[src/imh_pkg.sv]
// Package for the indexed min-heap: widths, codes and sequencer states.
// No dependencies.
`default_nettype none
package imh_pkg;
   localparam int CapBits   = 8;
   localparam int CountBits = 9;
   localparam int KeyBits   = 32;
   localparam int VertBits  = 8;
   localparam logic [CountBits-1:0] Capacity = 9'd256;

   localparam logic [1:0] KIND_INSERT   = 2'd0;
   localparam logic [1:0] KIND_EXTRACT  = 2'd1;
   localparam logic [1:0] KIND_DECREASE = 2'd2;

   localparam logic [2:0] ST_OK      = 3'd0;
   localparam logic [2:0] ST_FULL    = 3'd1;
   localparam logic [2:0] ST_PRESENT = 3'd2;
   localparam logic [2:0] ST_EMPTY   = 3'd3;
   localparam logic [2:0] ST_ABSENT  = 3'd4;

   typedef enum logic [3:0] {
      S_IDLE, S_POS, S_LOAD, S_UP_RD, S_UP_CMP, S_DN_RD, S_DN_WAIT, S_DN_CMP, S_DONE
   } state_type;
endpackage
`default_nettype wire

[src/imh_pos_mem.sv]
// Position table: slot of each vertex, one read and one write port.
// Depends on imh_pkg.
`default_nettype none
module imh_pos_mem (
   input  wire logic                         clock,
   input  wire logic [imh_pkg::VertBits-1:0] rd_addr,
   output logic [imh_pkg::CapBits-1:0]       rd_slot,
   input  wire logic                         wr_en,
   input  wire logic [imh_pkg::VertBits-1:0] wr_addr,
   input  wire logic [imh_pkg::CapBits-1:0]  wr_slot
);
   logic [imh_pkg::CapBits-1:0] mem [2**imh_pkg::VertBits];

   // write one entry, read one
   always_ff @(posedge clock) begin
      if (wr_en) begin
         mem[wr_addr] <= wr_slot;
      end
      rd_slot <= mem[rd_addr];
   end
endmodule
`default_nettype wire

[config.mk]
export PLATFORM = sky130hd
export DESIGN_NAME = imh_pos_mem
export DESIGN_NICKNAME = d
export VERILOG_FILES = /design/src/imh_pkg.sv /design/src/imh_pos_mem.sv
export SDC_FILE = /design/constraint.sdc
export NUM_CORES = 2
export LEC_CHECK = 0
export BUFFER_PORTS_ARGS = -buffer_cell sky130_fd_sc_hd__buf_2
export CAP_MARGIN = 20
export CORE_ASPECT_RATIO = 0.75
export CORE_MARGIN = 1
export CORE_UTILIZATION = 36
export CTS_CLUSTER_SIZE = 30
export DETAILED_ROUTE_END_ITERATION = 12
export GPL_TIMING_DRIVEN = 0
export PLACE_DENSITY_LB_ADDON = 0.3
export SLEW_MARGIN = 20
export SYNTH_ARGS = -nofsm -noshare
export SYNTH_HDL_FRONTEND = slang
export SYNTH_SLANG_ARGS = --single-unit
[constraint.sdc]
create_clock -name clock -period 1.9 [get_ports clock]
set_clock_uncertainty 0.05 [all_clocks]
set_input_delay 0.095 -clock clock [delete_from_list [all_inputs] [get_ports clock]]
set_output_delay 0.095 -clock clock [all_outputs]
set_load 0.05 [all_outputs]
==> results.toml <==
[critical_path]
crit_path_end_kind = "register"
r2r_slack_ns = -0.69
timing.rr.end = "rd_slot[2]"
r2r_cells = 5
cp.required_ns = 2.53
cp.arrival_ns = 3.24
cp-start-kind = "input pin"
regToRegStartpoint = "mem[84][2]"
critPathMaxFanout = 10
worstSetupPathType = "input pin to register"

[placement]
pre_cts_ws_ns = -3.35
port_buffers = 26
dp_hpwl_um = 171000
gp_congestion = 0.955
placedCellCount = 6729

[clocking]
cts.clk_slew.worst_paths_ns = 0.07
clkLatencyLatePin_ns = 0.86
cts.path.max_buffers = 4
cts_buffers = 199
cts_sinks = 2056
cts_tree = "built"
root_buffer = "clkbuf_16"
cts_max_level = 4

[yosys]
ys_warn_count = 0
synth_seq_area_share = 0.775
ys_ff_latch = 2056
yosysTopAreaCell = "edfxtp_1"
synth_area_leaders = "edfxtp_1 (77%), mux4_2 (13%), mux2i_1 (1.7%)"
synthFlopType = "edfxtp_1"
synth-edff-count = 2048
synthArstFlopShare = 0
syn_nets = 3759
netlist_area_mm2 = 0.0796
syn_area_per_cell_um2 = 21.3
synth_top_area_share = 0.773
synth_cell_type_count = 55
netlist_instances = 3733

[floorplan]
die_h_um = 409
start_util = 0.362
die-area_mm2 = 0.223
coreArea_mm2 = 0.220
row_count = 149
die_w_um = 545
io_pins = 34

[sta]
slew_headroom = 0.0554
tightest_slew_ns = 1.42
max_freq_ghz = 0.382
period_share = 1.38
setup_viol = 310
grt_setup_unrepaired = "yes"
layout_setup_ws_ns = -0.717
drv_slew = 0
hold_viol = 0
period_needed_ns = 2.62

[power_and_ir_drop]
total_power_uw = 94400
power_density_mw_per_mm2 = 1010
p_leak_uw = 0.0281
peakVddDrop_v = 0.000798

[cells_and_area]
fin_cells = 7113
drive_gt1_frac = 0.311
area_growth_pct = 17.0
nNetsFinal = 4042
final_common_cell = "edfxtp_1"
final_cell_mix = "edfxtp_1 (2,048), mux4_2 (455), clkbuf_16 (199)"

[detailed_routing]
avgRoutedWirePerCell_um = 35.6
drt-vias-per-instance = 5.91
ant_nets = 0
via_count = 42047
drt-initial-drc-count = 6543
firstDrtPassIters = 6
wl_um = 253000
drc = 0

[worst_hold_path]
min_to = "mem[115][4]"
min-delay-start = "wr_addr[7]"
hp-class = "input pin to register"
min_path_cells = 4

[grt]
grt_max_degree = 128
grt_pass1_vias = 40454
grtUsageTotal = 0.226
antenna_found_initial = 19
overflow = 0
grt_pass1_wl_um = 343000

[run]
cap_viol_max_count = 0

[outcome]
status = "finished, violations left"
violations = "negative setup slack"
critical path: stages:
cell	delay, ns
buf_2	0.10
buf_4	0.31
clkbuf_2	0.47
or2_2	0.19
buf_1	0.79
a21oi_1	0.31
nor4_4	0.74
nor4_4	0.17
what timing repair did:
item / CTS / global route
resized for setup: 421 / 178
endpoints found under the setup margin: 1322 / 881
hold endpoints to repair: 1263 / 50
hold buffers: 12 / 6
buffers inserted: 12 / 0
pin swaps: 32 / 23
synth_stat cells (16+ instances only):
master and n:
buf_4 27, clkbuf_1 111, nand2_1 33, o22ai_1 28, o221ai_1 46, mux2i_1 134
nand3_1 34, nor2b_1 31, a22oi_1 133, buf_2 31, a21oi_1 96, a211oi_1 16
mux4_2 454, buf_6 21, edfxtp_1 2048, nor2_1 282, nor3_1 22, buf_1 22
nor4_1 24
how the worst max path moves through the flow:
| stage | start | endpoint | slack (ns) | cells after the start |
|---|---|---|---|---|
| 4_1_cts | mem[84][2] | rd_slot[2] | -0.59 | 5 |
| 3_3_place_gp | rd_addr[2] | rd_slot[3] | -3.40 | 9 |
| 2_1_floorplan | rd_addr[0] | rd_slot[0] | -0.06 | 9 |
| 3_5_place_dp | rd_addr[2] | rd_slot[3] | -3.35 | 9 |
| 5_1_grt | mem[84][2] | rd_slot[2] | -0.68 | 5 |
| 6_report | rd_addr[4] | rd_slot[2] | -0.72 | 8 |
stage by stage:
step / instance area, um^2 / setup TNS [ns] / util / hold WS [ns]
4_1_cts: 92400 / -4.14 / 0.420 / 0.00240
5_1_grt: 93100 / -16.41 / 0.424 / 0.0249
3_5_place_dp: 84500 / -2075.68 / 0.384 / 0.420
2_1_floorplan: 79900 / -40.86 / - / 0.144
6_report: 93100 / -19.48 / 0.424 / 0.00435
3_3_place_gp: 83700 / -8039.07 / 0.381 / 0.515
state kept, by name, indices dropped and copies added, names as in the netlist:
signal / count
mem: 2048
rd_slot: 8
routing by layer:
layer | GRT usage | vias up | part of all wire
met5 | 0.00433 | - | 0.0010
met4 | 0.0757 | 4 | 0.037
met3 | 0.0707 | 440 | 0.13
met2 | 0.311 | 2747 | 0.42
met1 | 0.336 | 22556 | 0.41
li1 | - | 16300 | -
kinds of logic (layout without fill, tap and decap cells):
| logic type | after synthesis | count (layout) | synth area share |
|---|---|---|---|
| other | 0 | 2 | 0 |
| multiplexers | 591 | 591 | 0.146 |
| buffers and inverters | 235 | 669 | 0.0183 |
| AND/OR/NAND/NOR | 466 | 466 | 0.0263 |
| flip-flops | 2056 | 2056 | 0.775 |
| AO/OA/AOI/OAI | 385 | 385 | 0.0342 |
layout make-up:
type | instances | area (um^2)
antenna | 2 | 5.00
timing repair buffer | 84 | 1170
buffer | 231 | 2010
clock inverter | 111 | 865
fill | 18901 | 127000
sequential | 2056 | 61700
clock buffer | 241 | 5140
multi-input combinational | 1442 | 18600
tap | 2944 | 3680
inverter | 2 | 8.76
power breakdown:
part	total, uW	switching, uW	leakage, uW	internal [uW]
Combinational	6250	4300	0.00671	1950
Sequential	50000	27.0	0.0185	50000
Clock	38100	17400	0.00292	20700
No activity file was read; power rests on OpenSTA's default activity.
